===== config.mk =====
export PLATFORM = sky130hd
export DESIGN_NAME = square_wave_channel_flat
export DESIGN_NICKNAME = d
export VERILOG_FILES = /design/src/sv/sqw_pkg.sv /design/src/sv/sqw_if.sv /design/src/sv/sqw_sweep.sv /design/src/sv/sqw_core.sv /design/src/sv/square_wave_channel.sv /design/src/flat_wrapper.sv
export SDC_FILE = /design/constraint.sdc
export NUM_CORES = 1
export LEC_CHECK = 0
export BUFFER_PORTS_ARGS = -buffer_cell sky130_fd_sc_hd__buf_2
export CORE_MARGIN = 2
export CORE_UTILIZATION = 50
export DETAILED_ROUTE_END_ITERATION = 10
export PLACE_DENSITY = 0.7
export SLEW_MARGIN = 10
export SYNTH_ARGS = -nofsm -noshare
export SYNTH_HDL_FRONTEND = slang
export SYNTH_SLANG_ARGS = --single-unit

===== constraint.sdc =====
create_clock -name clk -period 17.3 [get_ports clk]
set_input_delay 1.73 -clock clk [delete_from_list [all_inputs] [get_ports clk]]
set_output_delay 1.73 -clock clk [all_outputs]
set_load 0.005 [all_outputs]

===== src/sv/sqw_pkg.sv =====
`default_nettype none

package sqw_pkg;

  // event codes carried in the func field
  typedef enum logic [2:0] {
    FUNC_REG0    = 3'd0,
    FUNC_REG1    = 3'd1,
    FUNC_REG2    = 3'd2,
    FUNC_REG3    = 3'd3,
    FUNC_ENABLE  = 3'd4,
    FUNC_TIMER   = 3'd5,
    FUNC_QUARTER = 3'd6,
    FUNC_HALF    = 3'd7
  } func_t;

  localparam logic [10:0] PERIOD_MAX   = 11'h7FF;
  localparam logic [10:0] PERIOD_MIN   = 11'd8;
  localparam logic [3:0]  ENV_TOP      = 4'd15;
  localparam logic [11:0] TIMER_RESET  = 12'd1;

  typedef struct packed {
    logic [1:0]  duty_mode;
    logic        halt_loop;
    logic        constant_volume;
    logic [3:0]  volume_value;
    logic        sweep_on;
    logic [2:0]  sweep_divider_period;
    logic        sweep_down;
    logic [2:0]  sweep_amount;
    logic        sweep_reload;
    logic [2:0]  sweep_divider;
    logic [10:0] period_value;
    logic [11:0] timer_count;
    logic [2:0]  duty_position;
    logic [7:0]  length_count;
    logic        channel_enabled;
    logic        envelope_start;
    logic [3:0]  envelope_level;
    logic [3:0]  envelope_divider;
  } chan_state_t;

  // one output bit of the 8-step duty sequence
  function automatic logic duty_bit(input logic [1:0] mode, input logic [2:0] pos);
    logic [7:0] seq;
    unique case (mode)
      2'd0: seq = 8'b0000_0010;
      2'd1: seq = 8'b0000_0110;
      2'd2: seq = 8'b0001_1110;
      2'd3: seq = 8'b1111_1001;
      default: seq = 8'b0000_0000;
    endcase
    return seq[pos];
  endfunction

  // length counter load values
  function automatic logic [7:0] length_load(input logic [4:0] idx);
    logic [7:0] v;
    unique case (idx)
      5'd0:  v = 8'd10;   5'd1:  v = 8'd254;  5'd2:  v = 8'd20;   5'd3:  v = 8'd2;
      5'd4:  v = 8'd40;   5'd5:  v = 8'd4;    5'd6:  v = 8'd80;   5'd7:  v = 8'd6;
      5'd8:  v = 8'd160;  5'd9:  v = 8'd8;    5'd10: v = 8'd60;   5'd11: v = 8'd10;
      5'd12: v = 8'd14;   5'd13: v = 8'd12;   5'd14: v = 8'd26;   5'd15: v = 8'd14;
      5'd16: v = 8'd12;   5'd17: v = 8'd16;   5'd18: v = 8'd24;   5'd19: v = 8'd18;
      5'd20: v = 8'd48;   5'd21: v = 8'd20;   5'd22: v = 8'd96;   5'd23: v = 8'd22;
      5'd24: v = 8'd192;  5'd25: v = 8'd24;   5'd26: v = 8'd72;   5'd27: v = 8'd26;
      5'd28: v = 8'd16;   5'd29: v = 8'd28;   5'd30: v = 8'd32;   5'd31: v = 8'd30;
      default: v = 8'd0;
    endcase
    return v;
  endfunction

endpackage

`default_nettype wire


===== src/sv/sqw_if.sv =====
`default_nettype none

// event word: func and data
interface sqw_event_if;
  logic       valid;
  logic       ready;
  logic [2:0] func;
  logic [7:0] data;

  modport source (output valid, output func, output data, input ready);
  modport sink   (input valid, input func, input data, output ready);
endinterface

// result word: level and length status
interface sqw_result_if;
  logic       valid;
  logic       ready;
  logic [3:0] level;
  logic       length_active;

  modport source (output valid, output level, output length_active, input ready);
  modport sink   (input valid, input level, input length_active, output ready);
endinterface

`default_nettype wire


===== src/sv/sqw_sweep.sv =====
`default_nettype none

// sweep target adder with overflow and range flags
module sqw_sweep (
  input  wire logic [10:0] period,
  input  wire logic [2:0]  amount,
  input  wire logic        down,
  input  wire logic        ones_comp,
  output logic      [10:0] target,
  output logic             overflow,
  output logic             in_range
);

  logic [10:0] shifted;
  logic [12:0] sum;

  always_comb begin
    shifted = period >> amount;
    if (down) begin
      sum = {2'b00, period} - {2'b00, shifted} - {12'd0, ones_comp};
    end else begin
      sum = {2'b00, period} + {2'b00, shifted};
    end
    // bit 12 marks a negative result, bit 11 a result beyond the period range
    overflow = !sum[12] && sum[11];
    in_range = !sum[12] && !sum[11];
    target   = sum[10:0];
  end

endmodule

`default_nettype wire


===== src/sv/sqw_core.sv =====
`default_nettype none

// channel state and per-event update, level worked out from the new state
module sqw_core (
  input  wire logic       clk,
  input  wire logic       rst,
  input  wire logic       step,
  input  wire logic [2:0] func,
  input  wire logic [7:0] data,
  input  wire logic       first_channel,
  output logic      [3:0] level_next,
  output logic            length_active_next
);

  sqw_pkg::chan_state_t st, st_next, st_reset;

  logic [10:0] tgt_cur, tgt_new;
  logic        ovf_cur, ovf_new;
  logic        rng_cur, rng_new;
  logic [11:0] timer_dec;

  sqw_sweep u_sweep_cur (
    .period    (st.period_value),
    .amount    (st.sweep_amount),
    .down      (st.sweep_down),
    .ones_comp (first_channel),
    .target    (tgt_cur),
    .overflow  (ovf_cur),
    .in_range  (rng_cur)
  );

  sqw_sweep u_sweep_new (
    .period    (st_next.period_value),
    .amount    (st_next.sweep_amount),
    .down      (st_next.sweep_down),
    .ones_comp (first_channel),
    .target    (tgt_new),
    .overflow  (ovf_new),
    .in_range  (rng_new)
  );

  // reset image: everything clear except the timer, which starts at one
  always_comb begin
    st_reset             = '0;
    st_reset.timer_count = sqw_pkg::TIMER_RESET;
  end

  always_comb begin
    st_next   = st;
    timer_dec = st.timer_count - 12'd1;
    unique case (sqw_pkg::func_t'(func))
      sqw_pkg::FUNC_REG0: begin
        st_next.duty_mode       = data[7:6];
        st_next.halt_loop       = data[5];
        st_next.constant_volume = data[4];
        st_next.volume_value    = data[3:0];
      end
      sqw_pkg::FUNC_REG1: begin
        st_next.sweep_on             = data[7];
        st_next.sweep_divider_period = data[6:4];
        st_next.sweep_down           = data[3];
        st_next.sweep_amount         = data[2:0];
        st_next.sweep_reload         = 1'b1;
      end
      sqw_pkg::FUNC_REG2: begin
        st_next.period_value = {st.period_value[10:8], data};
      end
      sqw_pkg::FUNC_REG3: begin
        if (st.channel_enabled) begin
          st_next.length_count = sqw_pkg::length_load(data[7:3]);
        end
        st_next.period_value   = {data[2:0], st.period_value[7:0]};
        st_next.duty_position  = 3'd0;
        st_next.envelope_start = 1'b1;
      end
      sqw_pkg::FUNC_ENABLE: begin
        st_next.channel_enabled = data[0];
        if (!data[0]) begin
          st_next.length_count = 8'd0;
        end
      end
      sqw_pkg::FUNC_TIMER: begin
        if (timer_dec == 12'd0) begin
          st_next.timer_count   = {1'b0, st.period_value} + 12'd1;
          st_next.duty_position = st.duty_position + 3'd1;
        end else begin
          st_next.timer_count = timer_dec;
        end
      end
      sqw_pkg::FUNC_QUARTER: begin
        if (st.envelope_start) begin
          st_next.envelope_start   = 1'b0;
          st_next.envelope_level   = sqw_pkg::ENV_TOP;
          st_next.envelope_divider = st.volume_value;
        end else if (st.envelope_divider == 4'd0) begin
          st_next.envelope_divider = st.volume_value;
          if (st.envelope_level != 4'd0) begin
            st_next.envelope_level = st.envelope_level - 4'd1;
          end else if (st.halt_loop) begin
            st_next.envelope_level = sqw_pkg::ENV_TOP;
          end
        end else begin
          st_next.envelope_divider = st.envelope_divider - 4'd1;
        end
      end
      sqw_pkg::FUNC_HALF: begin
        if (!st.halt_loop && st.length_count != 8'd0) begin
          st_next.length_count = st.length_count - 8'd1;
        end
        if (st.sweep_divider == 3'd0 && st.sweep_on && st.sweep_amount != 3'd0 &&
            st.period_value >= sqw_pkg::PERIOD_MIN && rng_cur) begin
          st_next.period_value = tgt_cur;
        end
        if (st.sweep_reload || st.sweep_divider == 3'd0) begin
          st_next.sweep_reload  = 1'b0;
          st_next.sweep_divider = st.sweep_divider_period;
        end else begin
          st_next.sweep_divider = st.sweep_divider - 3'd1;
        end
      end
      default: begin
      end
    endcase

    // mute conditions on the updated state
    if (st_next.length_count == 8'd0 || st_next.period_value < sqw_pkg::PERIOD_MIN ||
        !sqw_pkg::duty_bit(st_next.duty_mode, st_next.duty_position) || ovf_new) begin
      level_next = 4'd0;
    end else if (st_next.constant_volume) begin
      level_next = st_next.volume_value;
    end else begin
      level_next = st_next.envelope_level;
    end
    length_active_next = (st_next.length_count != 8'd0);
  end

  // only the mute flag of the new target and the range and target of the current one are needed
  logic unused_new;
  assign unused_new = ovf_cur ^ rng_new ^ (^tgt_new);

  always_ff @(posedge clk) begin
    if (rst) begin
      st <= st_reset;
    end else if (step) begin
      st <= st_next;
    end
  end

endmodule

`default_nettype wire


===== src/sv/square_wave_channel.sv =====
`default_nettype none

// square-wave sound channel: every event word (register write, enable write,
// timer tick, quarter frame, half frame) yields one result word holding the
// output level after the event and the length-counter status. Events are
// taken one per clock while the output side is not stalled; an event waits
// in the input register, the state update and level logic (timer, envelope,
// length, sweep adder) run on the held word, and the result lands in the
// output register, so an event passes the input and output registers from
// acceptance to result. The block holds input only while a finished result
// is waiting and the output side is stalled. cfg_we/cfg_wdata set the sweep
// negate mode: 1 gives the ones-complement adder of the first channel, 0 the
// twos-complement adder; write it only while no event is in flight.
module square_wave_channel (
  input  wire logic        clk,
  input  wire logic        rst,
  input  wire logic        cfg_we,
  input  wire logic        cfg_wdata,
  sqw_event_if.sink        events,
  sqw_result_if.source     results
);

  // config register
  logic first_channel;

  // input register
  logic       in_valid;
  logic [2:0] in_func;
  logic [7:0] in_data;

  // output register
  logic       out_valid;
  logic [3:0] out_level;
  logic       out_active;

  logic       advance;
  logic [3:0] level_next;
  logic       active_next;

  // the held word moves on when the output register is free or being drained
  assign advance      = in_valid && (!out_valid || results.ready);
  assign events.ready = !in_valid || advance;

  always_ff @(posedge clk) begin
    if (rst) begin
      first_channel <= 1'b0;
    end else if (cfg_we) begin
      first_channel <= cfg_wdata;
    end
  end

  // input register
  always_ff @(posedge clk) begin
    if (rst) begin
      in_valid <= 1'b0;
    end else if (events.ready) begin
      in_valid <= events.valid;
    end
  end

  always_ff @(posedge clk) begin
    if (events.valid && events.ready) begin
      in_func <= events.func;
      in_data <= events.data;
    end
  end

  sqw_core u_core (
    .clk                (clk),
    .rst                (rst),
    .step               (advance),
    .func               (in_func),
    .data               (in_data),
    .first_channel      (first_channel),
    .level_next         (level_next),
    .length_active_next (active_next)
  );

  // output register
  always_ff @(posedge clk) begin
    if (rst) begin
      out_valid <= 1'b0;
    end else if (advance) begin
      out_valid <= 1'b1;
    end else if (results.ready) begin
      out_valid <= 1'b0;
    end
  end

  always_ff @(posedge clk) begin
    if (advance) begin
      out_level  <= level_next;
      out_active <= active_next;
    end
  end

  assign results.valid         = out_valid;
  assign results.level         = out_level;
  assign results.length_active = out_active;

endmodule

`default_nettype wire


===== src/flat_wrapper.sv =====
// flat-port wrapper written by rule: the top's interface ports become plain ports
module square_wave_channel_flat 
  (clk, rst, cfg_we, cfg_wdata, events_valid, events_func, events_data, events_ready, results_valid, results_level, results_length_active, results_ready);
  sqw_event_if events_i ();
  sqw_result_if results_i ();
  input  wire logic clk;
  input  wire logic rst;
  input  wire logic cfg_we;
  input  wire logic cfg_wdata;
  input wire logic [$bits(events_i.valid)-1:0] events_valid;
  input wire logic [$bits(events_i.func)-1:0] events_func;
  input wire logic [$bits(events_i.data)-1:0] events_data;
  output wire logic [$bits(events_i.ready)-1:0] events_ready;
  output wire logic [$bits(results_i.valid)-1:0] results_valid;
  output wire logic [$bits(results_i.level)-1:0] results_level;
  output wire logic [$bits(results_i.length_active)-1:0] results_length_active;
  input wire logic [$bits(results_i.ready)-1:0] results_ready;
  assign events_i.valid = events_valid;
  assign events_i.func = events_func;
  assign events_i.data = events_data;
  assign events_ready = events_i.ready;
  assign results_valid = results_i.valid;
  assign results_level = results_i.level;
  assign results_length_active = results_i.length_active;
  assign results_i.ready = results_ready;
  square_wave_channel u_core (.clk(clk), .rst(rst), .cfg_we(cfg_we), .cfg_wdata(cfg_wdata), .events(events_i), .results(results_i));
endmodule

==> results of run 1 <==
-- cell type report --
cell class / instances / area (um^2) / share of cell area (%)
Clock inverter: 7 / 67.6 / 0.733
Clock buffer: 9 / 225 / 2.44
Multi-Input combinational cell: 915 / 6280 / 68.1
Inverter: 62 / 233 / 2.53
Sequential cell: 90 / 1960 / 21.3
Tap cell: 225 / 282 / 3.06
Timing Repair Buffer: 30 / 168 / 1.82
-- metal layers --
metal	global-route usage, %	vias up	share of wire (%)
met5	0	-	0
met4	10.9	0	3.4
met3	4.04	65	5.9
met2	44.1	290	47
met1	34.0	4005	43
li1	-	4110	-
-- cells in the final DEF (no fill, tap or decap), types with 9 or more instances in the layout --
master	n
nor4_1	10
xnor2_1	19
nor2b_1	14
a21o_1	10
buf_2	23
or3_1	11
nand2_1	128
o21ai_0	56
nand2b_1	21
and3_1	11
a21oi_2	9
a211oi_1	29
edfxtp_1	16
a21oi_1	88
mux2_2	16
mux2i_1	27
a22oi_1	10
ha_1	58
nand3_1	37
o211ai_1	10
a221oi_1	9
inv_1	60
a31oi_1	13
dfxtp_1	74
nor2_1	125
clkbuf_16	9
nor3_1	29
-- metrics by stage --
stage          instance area, um^2  hold slack, ns  util, %  std cells
6_report                      9210           0.465     53.5       1338
5_1_grt                       9210           0.485     53.5       1338
2_1_floorplan                 8790           0.432        -       1133
3_3_place_gp                  8920           0.440     51.8       1322
4_1_cts                       9210           0.463     53.5       1338
3_5_place_dp                  8920           0.451     51.8       1322
-- sequential cells by signal, summed over array words and instances (netlist names), named ones only --
name,flops
u_core.results.valid,1
u_core.first_channel,1
u_core.in_func,3
u_core.results.length_active,1
u_core.u_core.st,64
u_core.in_valid,1
u_core.in_data,8
u_core.results.level,4
-- path summary, 6_finish.rpt --
| path | endpoint | slack (ns) |
|---|---|---|
| worst max-delay path | u_core.results.level[3] | 9.97 |
| worst min-delay path | u_core.u_core.st[62] | 0.46 |
| worst max register to register | u_core.results.level[3] | 9.97 |
| worst min register to register | u_core.u_core.st[62] | 0.46 |
-- report_power, final --
part           internal (W)  switching, W  total [W]
clock              0.000112     0.0000888   0.000200
sequential         0.000223     0.0000141   0.000237
combinational     0.0000711      0.000122   0.000193
-- kinds of logic (layout without fill, tap and decap cells) --
group | count (synthesis) | after routing | synth area share (%)
simple gates | 437 | 437 | 24.4
compound gates | 341 | 341 | 28.8
buf+inv | 128 | 108 | 6.30
flops | 90 | 90 | 22.3
fa+ha+maj | 60 | 60 | 8.71
mux | 51 | 51 | 6.92
xor+xnor | 26 | 26 | 2.59
-- worst min-delay path, stage by stage, from the launching register on --
cell and delay [ns]:
dfxtp_1 0.31, nand2_1 0.05, a21oi_1 0.05
==> impl_metrics.toml, run 1 <==
[placed_design]
dp_hpwl_um = 17700
io_buffers = 23
gp_congestion = 0.952
pre_cts_slack_ns = 9.96

[critical_path]
crit_path_max_fanout = 12
path_depth = 29
critPathLaunchType = "flop"
reg2reg_from = "u_core.u_core.st[38]"
path_buf_inv = 1
ff2ff_path_depth = 29
critPathMaxStageDelay_ns = 0.63
critical_path_arrival_ns = 7.55
crit_family = "compound AO/OA/AOI/OAI gates"
crit_top_cell = "a21oi_1"
slowest_stage = "a311oi_1"
crit_type = "reg2reg"
cp.required_ns = 17.52
cp-end-kind = "flop"
critPathLaunch = "u_core.u_core.st[38]"

[worst_hold_path]
hp-class = "reg2reg"
worstHoldPathCells = 2
min-delay-start = "u_core.u_core.st[62]"

[floorplanning]
core_mm2 = 0.0172
dieArea_mm2 = 0.0187
num_rows = 48
die_w_um = 137
die_y_um = 137
initial_core_util_pct = 51.0
pin_count = 24

[clock_tree]
clock_latency_ns = 0.36
cts_setup_buffers = 0
cts_resized = 0
hold_buffers = 0
cts_tree = "yes"
clock_tree.root_cell = "clkbuf_16"
ctsHtreeMaxLevel = 3
cts_buffers = 9
clkTransAtPathRegs_ns = 0.07
clock_path_buffers = 2
cts_sinks = 90

[yosys]
yosysSeqAreaShare_pct = 22.3
syn_avg_cell_area_um2 = 7.76
ys_types = 110
synth_edf_count = 16
ys_ff_latch = 90
synth_ff_type = "dfxtp_1"
yosys-top-cells-area = "dfxtp_1, ha_1, edfxtp_1"
yosysWarnings = 0
synth_common_cells = "nand2_1, nor2_1, a21oi_1, dfxtp_1, inv_1"
netlist_instances = 1133
syn_area_mm2 = 0.00879
synth.top_cell.area_share_pct = 16.8
synth_async_sr_flop_share_pct = 0
yosysMostFrequentCell = "nand2_1"
yosys.area.top_type = "dfxtp_1"
synth_nets = 1210

[route]
drt_wl_total_um = 24500
first_iter_violations = 562
drc = 0
drtPass1Iterations = 5
routedWlPerCell_um = 18.3
routed_via_density = 6.33
route.vias.total = 8470
detail-route-antenna-nets = 0

[cells_and_area]
nets = 1185
areaGrowthSynthToFinish_pct = 4.78
n_fill_cell = 1672
diodes = 0
drive_gt1_share_pct = 11.3

[timing]
worst_pin_slew_ns = 1.12
slew_headroom_pct = 24.7
fmax_ghz = 0.136
rsz0062_at_grt = "no"
hold_viol_final = 0
tns_ns = 0
finalWorstSetupSlack_ns = 9.97
period_needed_ns = 7.33
drv_slew = 0
min_period_over_period_pct = 42.4
setup_viol = 0
worst_clock_skew_ns = 0.0117

[power]
total_power_w = 0.000631
ir_worst_vdd_mv = 0.0664
powerDensity_mw_per_mm2 = 68.4
p_leak_nw = 3.55

[grt]
grt-ovfl-total = 0
gr-usage-all-layers_pct = 26.4
grt_antenna_before_repair = 0
grt_pass1_wl_um = 39500
grt_max_degree = 68
grt_pass1_vias = 7762

[job]
cap_viol_max_count = 0

[run_status]
status = "finished clean"
No activity file was read; power rests on OpenSTA's default activity.
==> inputs of run 2 (changes only) <==
--- a/config.mk
+++ b/config.mk
@@ -5,11 +5,12 @@
 export SDC_FILE = /design/constraint.sdc
 export NUM_CORES = 1
 export LEC_CHECK = 0
+export ABC_AREA = 1
 export BUFFER_PORTS_ARGS = -buffer_cell sky130_fd_sc_hd__buf_2
 export CORE_MARGIN = 2
 export CORE_UTILIZATION = 50
 export DETAILED_ROUTE_END_ITERATION = 10
-export PLACE_DENSITY = 0.7
+export PLACE_DENSITY = 0.73
 export SLEW_MARGIN = 10
 export SYNTH_ARGS = -nofsm -noshare
 export SYNTH_HDL_FRONTEND = slang
==> constraint.sdc (replaced) <==
create_clock -name clk -period 6.5 [get_ports clk]
set_input_delay 0.65 -clock clk [delete_from_list [all_inputs] [get_ports clk]]
set_output_delay 0.65 -clock clk [all_outputs]
set_load 0.005 [all_outputs]
==> run 2 against run 1 <==
Critical path depth up 13. Wire length down 8.0%. Clock power up 140%. Critical path type unchanged. Global-route usage down 0.14 points. Critical endpoint unchanged. Via count down 1.4%. Cell area down 5.6%.
==> impl_metrics.toml, run 2 <==
[run_status]
status = "finished clean"

[timing]
min_period_over_period_pct = 88.5
drv_slew = 0
worst_clock_skew_ns = 0.0106
period_needed_ns = 5.75
tns_ns = 0
slew_headroom_pct = 21.9
setup_viol = 0
fmax_ghz = 0.174
hold_viol_final = 0
rsz0062_at_grt = "no"
worst_pin_slew_ns = 1.16

[floorplanning]
initial_core_util_pct = 51.4
die_w_um = 132
num_rows = 46
core_mm2 = 0.0159
dieArea_mm2 = 0.0174
pin_count = 24
die_y_um = 132

[yosys]
netlist_instances = 1283
synth_async_sr_flop_share_pct = 0
synth_edf_count = 16
yosysWarnings = 0
yosys-top-cells-area = "dfxtp_1, nand2_1, ha_1"
synth_nets = 1360
syn_area_mm2 = 0.00820
yosysMostFrequentCell = "nand2_1"
yosysSeqAreaShare_pct = 23.9
syn_avg_cell_area_um2 = 6.39
synth_ff_type = "dfxtp_1"
ys_types = 55
ys_ff_latch = 90
synth_common_cells = "nand2_1, inv_1, nand3_1, o21ai_0, nor2_1"
yosys.area.top_type = "dfxtp_1"
synth.top_cell.area_share_pct = 18.1

[route]
wl_met2_um = 10600
top_layer_used = "met4"
routedWlPerCell_um = 15.0
wl_met1_um = 9970
wl_met3_um = 1120
drc = 0
first_iter_violations = 668
drtPass1Iterations = 6
route.vias.total = 8353
drt_wl_total_um = 22600
routed_via_density = 5.56
detail-route-antenna-nets = 0

[critical_path]
crit_type = "reg2reg"
critPathLaunchType = "flop"
critical_path_arrival_ns = 5.96
critPathMaxStageDelay_ns = 0.51
crit_family = "simple AND/OR/NAND/NOR gates"
cp.required_ns = 6.71
path_buf_inv = 3
slowest_stage = "fa_1"
crit_top_cell = "nand2_1"
cp-end-kind = "flop"
crit_path_max_fanout = 11

[placed_design]
io_buffers = 23
gp_congestion = 0.961
dp_hpwl_um = 17300

[cells_and_area]
diodes = 0
nets = 1357
largest_reg_flops = 64
drive_gt1_share_pct = 9.42
post-route-util_pct = 54.6
largest-register = "u_core.u_core.st"
multiInputGateArea_mm2 = 0.00524
final_cell_mix = "nand2_1, inv_1, nand3_1"
areaGrowthSynthToFinish_pct = 6.10
mostFrequentLayoutCell = "nand2_1"
regArea_mm2 = 0.00197
n_fill_cell = 1653

[power]
powerDensity_mw_per_mm2 = 198
p_leak_nw = 4.30
ir_worst_vdd_mv = 0.190

[job]
cap_viol_max_count = 0

[grt]
grt-ovfl-total = 0
grt_pass1_vias = 7892
grt_max_degree = 37
grt_antenna_before_repair = 0
grt_pass1_wl_um = 37800
gr-usage-all-layers_pct = 26.3

[clock_tree]
cts_sinks = 90
clkTransAtPathRegs_ns = 0.06
clock_tree.root_cell = "clkbuf_16"
cts_tree = "yes"
clock_latency_ns = 0.36
cts_buffers = 9
ctsHtreeMaxLevel = 3
clock_path_buffers = 2
cts_setup_buffers = 0

[worst_hold_path]
hp-class = "reg2reg"
run 2: changes by cell type in the layout (fill, tap and decap cells not counted), sizes merged, moves of 16 or more:
cell    delta
a21oi     -22
nand2    +164
inv      +134
mux2i     -27
nor3      -21
mux2      -18
nand3    +104
xnor2     -16
nand2b    -22
o21ai     +63
a211oi    -25
run 2: worst min-delay path: cells and delay by family, from the launching register on:
family / cells / cell delay (ns)
AOI/OAI and AO/OA: 1 / 0.05
DFF: 1 / 0.31
and+or+nand+nor: 1 / 0.06
run 2: area by class of cell:
class,count,area share (%)
multi-input combinational,944,60.2
tap,216,3.11
inverter,201,8.76
clock inverter,6,0.388
clock buffer,10,2.63
timing repair buffer,34,2.27
sequential,90,22.6
run 2: path summary, 6_finish.rpt:
path	startpoint	to	slack, ns	cells after the start
worst max-delay path	u_core.u_core.st[37]	u_core.results.level[3]	0.75	42
worst min-delay path	u_core.u_core.st[22]	u_core.u_core.st[22]	0.47	2
worst max register to register	u_core.u_core.st[37]	u_core.results.level[3]	0.75	42
worst min register to register	u_core.u_core.st[22]	u_core.u_core.st[22]	0.47	2
run 2: layer usage:
| metal | vias to the layer above | global-route usage, % |
|---|---|---|
| li1 | 4235 | - |
| met1 | 3791 | 33.2 |
| met2 | 267 | 44.2 |
| met3 | 60 | 3.54 |
| met4 | 0 | 12.7 |
| met5 | - | 0 |
run 2: kinds of logic (layout without fill, tap and decap cells):
kind of cell / Yosys count / after routing / synth area share, %
simple gates: 585 / 585 / 32.8
compound gates: 273 / 273 / 18.9
buf+inv: 249 / 251 / 12.2
flops: 90 / 90 / 23.9
fa+ha+maj: 60 / 60 / 9.34
xor+xnor: 23 / 23 / 2.46
mux: 3 / 3 / 0.382
run 2: where the power goes:
group          switching (W)  internal (W)
logic               0.000422      0.000200
clock network       0.000221      0.000256
registers          0.0000276      0.000599
total               0.000670       0.00105
run 2: timing repair:
item | CTS | global route
hold endpoints to repair | 0 | 0
hold buffers | 0 | 0
gates resized for setup | 0 | 4
endpoints found under the setup margin | 0 | 4
run 2: stage by stage:
step                setup slack (ns)  total power (W)  std cells  instance area (um^2)  hold WS [ns]
global placement               0.789          0.00124       1485                  8430         0.449
detailed placement             0.537          0.00125       1485                  8430         0.456
finish                         0.749          0.00173       1501                  8700         0.465
floorplan                       1.24          0.00111       1283                  8200         0.440
global route                  0.0123          0.00184       1501                  8700         0.466
CTS                            0.526          0.00173       1501                  8690         0.462
